<file path="config.mk">
export PLATFORM = sky130hd
export DESIGN_NAME = mppt_perturb_observe_with_iv_sweep
export DESIGN_NICKNAME = d
export VERILOG_FILES = /design/src/hw/rtl/mppt_pkg.sv /design/src/hw/rtl/mppt_pts_mem.sv /design/src/hw/rtl/mppt_ctrl.sv /design/src/hw/rtl/mppt_perturb_observe_with_iv_sweep.sv
export SDC_FILE = /design/constraint.sdc
export NUM_CORES = 2
export LEC_CHECK = 0
export BUFFER_PORTS_ARGS = -buffer_cell sky130_fd_sc_hd__buf_2
export CORE_AREA = 2 2 559 561
export DETAILED_ROUTE_END_ITERATION = 10
export DIE_AREA = 0 0 561 563
export PLACE_DENSITY = 0.56
export SYNTH_ARGS = -nofsm -noshare
export SYNTH_HDL_FRONTEND = slang
export SYNTH_SLANG_ARGS = --single-unit
</file>
<file path="constraint.sdc">
create_clock -name clk -period 5.8 [get_ports clk]
set_clock_uncertainty 0.1 [all_clocks]
set_input_delay 0.29 -clock clk [delete_from_list [all_inputs] [get_ports clk]]
set_output_delay 0.29 -clock clk [all_outputs]
set_load 0.01 [all_outputs]
</file>
<file path="src/hw/rtl/mppt_pkg.sv">
// Shared types, codes and helpers for the MPPT tracker with IV sweep.
`default_nettype none
package mppt_pkg;

	// Depth of the sweep point store.
	localparam int SWEEP_POINTS = 64;

	// Operation codes of an input beat.
	localparam logic [1:0] OP_TICK  = 2'd0;
	localparam logic [1:0] OP_MODE  = 2'd1;
	localparam logic [1:0] OP_SWEEP = 2'd2;
	localparam logic [1:0] OP_READ  = 2'd3;

	// Operating modes.
	localparam logic [1:0] MODE_MANUAL = 2'd0;
	localparam logic [1:0] MODE_AUTO   = 2'd1;
	localparam logic [1:0] MODE_SWEEP  = 2'd2;

	// Sweep phases.
	localparam logic [1:0] PH_IDLE   = 2'd0;
	localparam logic [1:0] PH_ARM    = 2'd1;
	localparam logic [1:0] PH_SAMPLE = 2'd2;
	localparam logic [1:0] PH_DONE   = 2'd3;

	// Configuration register indexes.
	localparam int CFG_IDX_W = 3;
	localparam int CFG_DATA_W = 20;
	localparam logic [CFG_IDX_W-1:0] CFG_PERIOD     = 3'd0;
	localparam logic [CFG_IDX_W-1:0] CFG_EPSILON    = 3'd1;
	localparam logic [CFG_IDX_W-1:0] CFG_TRACK_STEP = 3'd2;
	localparam logic [CFG_IDX_W-1:0] CFG_SWEEP_MIN  = 3'd3;
	localparam logic [CFG_IDX_W-1:0] CFG_SWEEP_MAX  = 3'd4;
	localparam logic [CFG_IDX_W-1:0] CFG_SWEEP_STEP = 3'd5;
	localparam logic [CFG_IDX_W-1:0] CFG_FINAL_DUTY = 3'd6;

	localparam logic [9:0] DUTY_MAX = 10'd1000;

	typedef struct packed {
		logic [1:0]  op;
		logic [1:0]  new_mode;
		logic [15:0] volt_in;
		logic [15:0] amp_in;
		logic [19:0] power_in;
		logic [5:0]  point_index;
	} in_t;

	typedef struct packed {
		logic [9:0]  duty_out;
		logic [1:0]  mode_out;
		logic        direction_up;
		logic        sweep_busy;
		logic        sweep_done;
		logic [6:0]  points_stored;
		logic [15:0] point_volt;
		logic [15:0] point_amp;
	} out_t;

	// Controller status that forms the scalar part of a result.
	typedef struct packed {
		logic [9:0] duty;
		logic [1:0] mode;
		logic       dir_up;
		logic       busy;
		logic       done;
		logic [6:0] points;
	} status_t;

	// Clamp an 11-bit duty value to the legal range.
	function automatic logic [9:0] cap_duty(input logic [10:0] d);
		logic [9:0] r;
		if (d > {1'b0, DUTY_MAX}) begin
			r = DUTY_MAX;
		end else begin
			r = d[9:0];
		end
		return r;
	endfunction

endpackage
`default_nettype wire

</file>
<file path="src/hw/rtl/mppt_pts_mem.sv">
// Sweep point store: one write port and one registered read port.
`default_nettype none
module mppt_pts_mem #(
	parameter int DEPTH = 64
) (
	input  wire logic                     clk,
	input  wire logic                     wr_en,
	input  wire logic [$clog2(DEPTH)-1:0] wr_addr,
	input  wire logic [31:0]              wr_data,
	input  wire logic                     rd_en,
	input  wire logic [$clog2(DEPTH)-1:0] rd_addr,
	output logic [31:0]                   rd_data
);
	logic [31:0] mem_q [DEPTH];

	// Write port.
	always_ff @(posedge clk) begin
		if (wr_en) begin
			mem_q[wr_addr] <= wr_data;
		end
	end

	// Registered read port, enabled by rd_en.
	always_ff @(posedge clk) begin
		if (rd_en) begin
			rd_data <= mem_q[rd_addr];
		end
	end
endmodule
`default_nettype wire

</file>
<file path="src/hw/rtl/mppt_ctrl.sv">
// Tracker and sweep controller: configuration, scalar state and point store access.
`default_nettype none
module mppt_ctrl (
	input  wire logic                                   clk,
	input  wire logic                                   arst_n,
	input  wire logic                                   accept,
	input  wire mppt_pkg::in_t                          item,
	input  wire logic                                   cfg_we,
	input  wire logic [mppt_pkg::CFG_IDX_W-1:0]         cfg_index,
	input  wire logic [mppt_pkg::CFG_DATA_W-1:0]        cfg_data,
	output mppt_pkg::status_t                           status,
	output logic                                        pt_we,
	output logic [$clog2(mppt_pkg::SWEEP_POINTS)-1:0]   pt_waddr,
	output logic [31:0]                                 pt_wdata,
	output logic                                        pt_re,
	output logic [$clog2(mppt_pkg::SWEEP_POINTS)-1:0]   pt_raddr,
	output logic                                        pt_hit
);
	import mppt_pkg::*;

	localparam int IW = $clog2(SWEEP_POINTS);
	localparam int CW = $clog2(SWEEP_POINTS + 1);

	// Configuration registers.
	logic [15:0] period_q;
	logic [19:0] epsilon_q;
	logic [9:0]  track_step_q;
	logic [9:0]  sweep_min_q;
	logic [9:0]  sweep_max_q;
	logic [9:0]  sweep_step_q;
	logic [9:0]  final_duty_q;

	// Scalar state.
	logic [9:0]    duty_q, duty_d;
	logic [1:0]    mode_q, mode_d;
	logic [19:0]   last_power_q, last_power_d;
	logic          dir_up_q, dir_up_d;
	logic [15:0]   track_el_q, track_el_d;
	logic [15:0]   sweep_el_q, sweep_el_d;
	logic [1:0]    phase_q, phase_d;
	logic [IW-1:0] index_q, index_d;
	logic [CW-1:0] count_q, count_d;
	logic          final_q, final_d;

	logic [15:0] track_inc;
	logic [15:0] sweep_inc;
	logic        drop;
	logic        finish;
	logic        last_point;
	logic [10:0] duty_up;

	// Configuration writes.
	always_ff @(posedge clk or negedge arst_n) begin
		if (!arst_n) begin
			period_q     <= 16'd1;
			epsilon_q    <= 20'd10;
			track_step_q <= 10'd10;
			sweep_min_q  <= 10'd0;
			sweep_max_q  <= 10'd1000;
			sweep_step_q <= 10'd10;
			final_duty_q <= 10'd1000;
		end else if (cfg_we) begin
			case (cfg_index)
				CFG_PERIOD:     period_q     <= cfg_data[15:0];
				CFG_EPSILON:    epsilon_q    <= cfg_data;
				CFG_TRACK_STEP: track_step_q <= cfg_data[9:0];
				CFG_SWEEP_MIN:  sweep_min_q  <= cfg_data[9:0];
				CFG_SWEEP_MAX:  sweep_max_q  <= cfg_data[9:0];
				CFG_SWEEP_STEP: sweep_step_q <= cfg_data[9:0];
				CFG_FINAL_DUTY: final_duty_q <= cfg_data[9:0];
				default: begin
				end
			endcase
		end
	end

	// Saturating tick counters and the perturb and observe decision.
	assign track_inc  = (track_el_q == 16'hFFFF) ? track_el_q : track_el_q + 16'd1;
	assign sweep_inc  = (sweep_el_q == 16'hFFFF) ? sweep_el_q : sweep_el_q + 16'd1;
	assign drop       = (last_power_q > item.power_in) &&
	                    ((last_power_q - item.power_in) >= epsilon_q);
	assign last_point = (CW'(index_q) + CW'(1)) >= CW'(SWEEP_POINTS);
	assign duty_up    = {1'b0, duty_q} + {1'b0, sweep_step_q};

	// Next state for one accepted beat.
	always_comb begin
		duty_d       = duty_q;
		mode_d       = mode_q;
		last_power_d = last_power_q;
		dir_up_d     = dir_up_q;
		track_el_d   = track_el_q;
		sweep_el_d   = sweep_el_q;
		phase_d      = phase_q;
		index_d      = index_q;
		count_d      = count_q;
		final_d      = final_q;
		finish       = 1'b0;
		pt_we        = 1'b0;
		pt_re        = 1'b0;
		pt_hit       = 1'b0;
		case (item.op)
			OP_TICK: begin
				track_el_d = track_inc;
				sweep_el_d = sweep_inc;
				if (mode_q == MODE_AUTO && track_inc >= period_q) begin
					track_el_d   = 16'd0;
					last_power_d = item.power_in;
					dir_up_d     = dir_up_q ^ drop;
					if (dir_up_q ^ drop) begin
						duty_d = cap_duty({1'b0, duty_q} + {1'b0, track_step_q});
					end else if (duty_q >= track_step_q) begin
						duty_d = duty_q - track_step_q;
					end else begin
						duty_d = 10'd0;
					end
				end else if (mode_q == MODE_SWEEP && sweep_inc >= period_q) begin
					sweep_el_d = 16'd0;
					case (phase_q)
						PH_IDLE: begin
						end
						PH_ARM: begin
							duty_d  = cap_duty({1'b0, sweep_min_q});
							index_d = '0;
							count_d = '0;
							phase_d = PH_SAMPLE;
						end
						PH_SAMPLE: begin
							pt_we   = accept;
							count_d = CW'(index_q) + CW'(1);
							if (last_point || duty_q >= cap_duty({1'b0, sweep_max_q})) begin
								phase_d = PH_DONE;
								finish  = 1'b1;
							end else begin
								index_d = index_q + IW'(1);
								duty_d  = cap_duty(duty_up);
							end
						end
						default: finish = 1'b1;
					endcase
					// Final duty is applied once per sweep.
					if (finish && !final_q) begin
						final_d = 1'b1;
						duty_d  = cap_duty({1'b0, final_duty_q});
						mode_d  = MODE_MANUAL;
					end
				end
			end
			OP_MODE: begin
				if (item.new_mode inside {MODE_MANUAL, MODE_AUTO, MODE_SWEEP}) begin
					mode_d = item.new_mode;
					if (item.new_mode == MODE_AUTO) begin
						dir_up_d     = 1'b1;
						last_power_d = item.power_in;
					end
				end
			end
			OP_SWEEP: begin
				final_d    = 1'b0;
				mode_d     = MODE_SWEEP;
				phase_d    = PH_ARM;
				index_d    = '0;
				count_d    = '0;
				sweep_el_d = 16'hFFFF;
			end
			default: begin
				pt_re  = accept;
				pt_hit = 11'(item.point_index) < 11'(count_q);
			end
		endcase
	end

	// State registers advance on each accepted beat.
	always_ff @(posedge clk or negedge arst_n) begin
		if (!arst_n) begin
			duty_q       <= 10'd0;
			mode_q       <= MODE_MANUAL;
			last_power_q <= 20'd0;
			dir_up_q     <= 1'b1;
			track_el_q   <= 16'd0;
			sweep_el_q   <= 16'd0;
			phase_q      <= PH_IDLE;
			index_q      <= '0;
			count_q      <= '0;
			final_q      <= 1'b0;
		end else if (accept) begin
			duty_q       <= duty_d;
			mode_q       <= mode_d;
			last_power_q <= last_power_d;
			dir_up_q     <= dir_up_d;
			track_el_q   <= track_el_d;
			sweep_el_q   <= sweep_el_d;
			phase_q      <= phase_d;
			index_q      <= index_d;
			count_q      <= count_d;
			final_q      <= final_d;
		end
	end

	// Point store addressing.
	assign pt_waddr = index_q;
	assign pt_wdata = {item.volt_in, item.amp_in};
	assign pt_raddr = IW'(item.point_index);

	// Status as it stands after the last accepted beat.
	assign status.duty   = duty_q;
	assign status.mode   = mode_q;
	assign status.dir_up = dir_up_q;
	assign status.busy   = (phase_q == PH_ARM) || (phase_q == PH_SAMPLE);
	assign status.done   = (phase_q == PH_DONE);
	assign status.points = 7'(count_q);
endmodule
`default_nettype wire

</file>
<file path="src/hw/rtl/mppt_perturb_observe_with_iv_sweep.sv">
// A result passes through stage 1 and then the result register; the point store is read
// and written in the accept cycle. Throughput: one beat per cycle unless output stalls.
// The result register decouples the output; stage 1 takes a beat while a result waits.
// Reset clears the controller state and configuration; the point store is not cleared.
// Top level of the MPPT tracker with IV sweep.
`default_nettype none
module mppt_perturb_observe_with_iv_sweep (
	input  wire logic                             clk,
	input  wire logic                             arst_n,
	input  wire logic                             in_valid,
	output logic                                  in_ready,
	input  wire mppt_pkg::in_t                    in_data,
	output logic                                  out_valid,
	input  wire logic                             out_ready,
	output mppt_pkg::out_t                        out_data,
	input  wire logic                             cfg_valid,
	output logic                                  cfg_ready,
	input  wire logic [mppt_pkg::CFG_IDX_W-1:0]   cfg_index,
	input  wire logic [mppt_pkg::CFG_DATA_W-1:0]  cfg_data
);
	import mppt_pkg::*;

	localparam int IW = $clog2(SWEEP_POINTS);

	logic          accept;
	logic          s1_adv;
	logic          valid_s1;
	logic          hit_s1;
	logic          out_valid_q;
	out_t          out_data_q;
	status_t       status;
	logic          pt_we;
	logic [IW-1:0] pt_waddr;
	logic [31:0]   pt_wdata;
	logic          pt_re;
	logic [IW-1:0] pt_raddr;
	logic          pt_hit;
	logic [31:0]   pt_rdata;

	assign cfg_ready = 1'b1;
	assign s1_adv    = valid_s1 && (!out_valid_q || out_ready);
	assign in_ready  = !valid_s1 || s1_adv;
	assign accept    = in_valid && in_ready;

	mppt_ctrl u_ctrl (
		.clk      (clk),
		.arst_n   (arst_n),
		.accept   (accept),
		.item     (in_data),
		.cfg_we   (cfg_valid),
		.cfg_index(cfg_index),
		.cfg_data (cfg_data),
		.status   (status),
		.pt_we    (pt_we),
		.pt_waddr (pt_waddr),
		.pt_wdata (pt_wdata),
		.pt_re    (pt_re),
		.pt_raddr (pt_raddr),
		.pt_hit   (pt_hit)
	);

	mppt_pts_mem #(
		.DEPTH(SWEEP_POINTS)
	) u_pts_mem (
		.clk    (clk),
		.wr_en  (pt_we),
		.wr_addr(pt_waddr),
		.wr_data(pt_wdata),
		.rd_en  (pt_re),
		.rd_addr(pt_raddr),
		.rd_data(pt_rdata)
	);

	// Stage 1 waits for the point read; it holds until the result register frees up.
	always_ff @(posedge clk or negedge arst_n) begin
		if (!arst_n) begin
			valid_s1 <= 1'b0;
			hit_s1   <= 1'b0;
		end else if (accept) begin
			valid_s1 <= 1'b1;
			hit_s1   <= pt_hit;
		end else if (s1_adv) begin
			valid_s1 <= 1'b0;
		end
	end

	// Result register valid.
	always_ff @(posedge clk or negedge arst_n) begin
		if (!arst_n) begin
			out_valid_q <= 1'b0;
		end else if (s1_adv) begin
			out_valid_q <= 1'b1;
		end else if (out_ready) begin
			out_valid_q <= 1'b0;
		end
	end

	// Result payload: controller status plus the read point, zero on a miss.
	always_ff @(posedge clk) begin
		if (s1_adv) begin
			out_data_q.duty_out      <= status.duty;
			out_data_q.mode_out      <= status.mode;
			out_data_q.direction_up  <= status.dir_up;
			out_data_q.sweep_busy    <= status.busy;
			out_data_q.sweep_done    <= status.done;
			out_data_q.points_stored <= status.points;
			out_data_q.point_volt    <= hit_s1 ? pt_rdata[31:16] : 16'd0;
			out_data_q.point_amp     <= hit_s1 ? pt_rdata[15:0] : 16'd0;
		end
	end

	assign out_valid = out_valid_q;
	assign out_data  = out_data_q;
endmodule
`default_nettype wire
</file>
==> impl_metrics.json <==
{
  "worstReg2RegEnd": "u_pts_mem.mem_q[15][8]",
  "synth_compound_area_share_pct": 2.330,
  "period_needed_ns": 5.412,
  "final_hold_viol_count": 0,
  "seq_area_frac_synth_pct": 73.79,
  "yosys.area_share.simple_pct": 2.916,
  "syn_inst": 4460,
  "core_um2": 310400,
  "power_leakage_uw": 0.03506,
  "ys.flop_type": "edfxtp_1",
  "grt_usage_pct": 14.02,
  "slew_viol_final": 0,
  "place_hpwl_mm": 141.0,
  "startpoint_type": "flip-flop",
  "hold_path_class": "in2async",
  "worstRegToRegCells": 18,
  "syn_nets": 4682,
  "clock_latency_ns": 0.90,
  "yosys-top-cells-area": "edfxtp_1 (69%), mux4_2 (16%), dfrtp_1 (4.1%)",
  "yosysWarnings": 0,
  "clk_pin_slew_worst_paths_ns": 0.06,
  "grt_setup_unrepaired": "false",
  "tightest_slew_ns": 1.280,
  "cts_tree": "built",
  "via_per_inst": 4.920,
  "drt_iter0_markers": 4341,
  "io_buffers": 145,
  "peakVddDrop_v": 0.0002620,
  "drc_errors": 0,
  "root_buffer": "clkbuf_16",
  "synth_common_cells": "edfxtp_1 (2134), mux4_2 (666), nand2_1 (161), dfrtp_1 (150), nor2_1 (135)",
  "antenna_found_initial": 15,
  "yosysTopAreaCell": "edfxtp_1",
  "cts_max_path_buffers": 4,
  "synth_async_sr_flop_share_pct": 7.378,
  "grt.overflow.total": 0,
  "drive_gt1_share_pct": 29.74,
  "fp.dieH_um": 563,
  "max_cap_viol_count": 0,
  "p_per_area_nw_per_um2": 351.9,
  "vias": 45660,
  "slew_headroom_pct": 14.66,
  "fin_cells": 9280,
  "syn2layout_area_growth_pct": 17.18,
  "status": "completed",
  "critPathKind": "reg2reg",
  "muxShareOfSynthArea_pct": 17.17,
  "yosys.area.top_type_share_pct": 69.17,
  "wl_per_cell_um": 24.17,
  "cts_buffers": 238,
  "cts_setup_buffers": 0,
  "h-tree-depth": 4,
  "grt_pass1_wl_mm": 329.9,
  "synth-adder-area-share_pct": 1.815,
  "fin_nets": 5161,
  "grt_pass1_vias": 47110,
  "syn_area_per_cell_um2": 20.77,
  "worstReg2RegStart": "u_ctrl.sweep_el_q[3]",
  "reg2reg_slack_ns": 0.39,
  "synth-xor-area-share_pct": 0.5834,
  "synth_edf_count": 2134,
  "critPathArrivalTime_ns": 5.80,
  "die_w_um": 561,
  "wl_mm": 224.3,
  "post-route-period-util_pct": 93.30,
  "synth_cell_type_count": 84,
  "critPathMaxFanout": 17,
  "setup_viol": 0,
  "fp.dieArea_um2": 315800,
  "numClockSinks": 2304,
  "first_pass_iters": 7,
  "fmax_mhz": 184.8,
  "yosysMostFrequentCell": "edfxtp_1",
  "netlist_area_um2": 92650,
  "start_util_pct": 29.85,
  "synth-seq-cells": 2304,
  "gp_congestion": 0.8044,
  "grt_max_degree": 98,
  "ioPinCount": 147,
  "ant_nets": 0,
  "synth_top_family_by_area": "multiplexers",
  "num_rows": 205,
  "setup_tns_ns": 0,
  "end_kind": "flip-flop",
  "post-place-cells": 8745,
  "cp.required_ns": 6.19
}
logic make-up (layout without fill, tap and decap cells):
family | after synthesis | count (layout)
flip-flops | 2304 | 2304
multiplexers | 748 | 748
AND/OR/NAND/NOR | 555 | 555
AO/OA/AOI/OAI | 341 | 341
buffers and inverters | 319 | 993
adder cells (fa/ha/maj) | 132 | 132
XOR/XNOR | 60 | 60
other | 1 | 7
power by group:
group / total, uW / internal (uW) / switching [uW] / leakage (uW)
logic: 4860 / 2000 / 2860 / 0.0102
clock network: 14500 / 8210 / 6280 / 0.00356
registers: 18900 / 18500 / 327 / 0.0213
total: 38200 / 28700 / 9460 / 0.0351
state kept, by name, indices dropped and copies added (netlist names), 10 cells and up:
signal	flops
u_ctrl.sweep_step_q	10
u_ctrl.final_duty_q	10
u_pts_mem.mem_q	2048
u_ctrl.track_el_q	16
u_ctrl.epsilon_q	20
u_ctrl.sweep_el_q	16
u_ctrl.sweep_max_q	10
u_ctrl.sweep_min_q	10
out_data	54
u_ctrl.track_step_q	10
u_ctrl.period_q	16
u_ctrl.last_power_q	20
u_ctrl.duty_q	10
u_pts_mem.rd_data	32
cell type report:
cell class              count  area, um^2
flip-flops and latches   2304       68360
inverters                 110       412.9
clock inverters           136        1045
fillers                 28790      201800
repair buffers            448        3759
diodes                      6       15.01
multi-input cells        1837       23510
clock buffers             299        6280
well taps                4140        5180
through the flow:
step	hold slack, ns	util [%]	instance area (um^2)	setup slack [ns]	total power [uW]
global route	0.08705	34.98	108600	0.01166	39730
finish	0.03870	34.98	108600	0.3883	38200
detailed placement	0.3644	32.31	100300	0.2871	24010
CTS	0.006486	34.97	108500	0.2906	38590
floorplan	-0.1056	-	92650	0.2756	22360
global placement	0.3535	32.31	100300	0.3124	23980
layout by cell type (no fill, tap or decap), types with 24 or more instances in the layout:
cell              n
a21oi_1          86
and2_1           44
buf_12           38
buf_2           139
buf_4           172
clkbuf_1         56
clkbuf_16       242
clkinv_1         58
clkinv_2         41
dfrtp_1         150
dlygate4sd3_1    94
edfxtp_1       2134
ha_1            128
inv_1           110
mux2_2           72
mux4_2          666
nand2_1         161
nand2b_1         24
nand3_1          57
nand4_1          24
nor2_1           71
nor2_4           64
nor3_1           25
o21ai_0         119
xnor2_1          41
timing repair:
action                                  CTS  global route
endpoints found under the hold margin  1075             0
hold buffers                             94             0
resized for setup                         0             1
setup endpoints to repair                 0             1
how the worst max path moves through the flow:
| stage | startpoint | endpoint | slack [ns] |
|---|---|---|---|
| 6_report | u_ctrl.sweep_el_q[3] | u_pts_mem.mem_q[15][8] | 0.39 |
| 3_3_place_gp | u_ctrl.sweep_el_q[3] | u_pts_mem.mem_q[31][9] | 0.31 |
| 2_1_floorplan | u_ctrl.sweep_el_q[3] | u_pts_mem.mem_q[37][0] | 0.28 |
| 3_5_place_dp | in_data[8] | u_ctrl.duty_q[2] | 0.29 |
| 4_1_cts | u_ctrl.last_power_q[0] | u_ctrl.duty_q[2] | 0.29 |
| 5_1_grt | u_ctrl.sweep_el_q[3] | u_pts_mem.mem_q[29][25] | 0.01 |
metal layers:
metal | GRT usage, % | share of wire (%) | vias up
met4 | 3.046 | 1.8 | 0
met2 | 22.69 | 48 | 1326
met1 | 19.98 | 45 | 24660
li1 | - | - | 19420
met3 | 2.102 | 5.7 | 246
met5 | 0 | 0 | -
critical path, cell delays in order, from the launching register on:
cell	delay, ns
dfrtp_1	0.44
nand3_1	0.22
nor3_1	0.40
nand4_1	0.20
or3_1	0.51
nand2_1	0.19
xnor2_1	0.08
ha_1	0.30
nand2_1	0.05
o21ai_0	0.16
a21oi_1	0.09
o21bai_1	0.15
a31oi_1	0.10
o21ai_1	0.19
and2_1	0.45
nand4_1	0.15
buf_4	0.25
nor2_4	0.57
buf_4	0.43
Note: power is estimated with default switching activity, not from simulation.
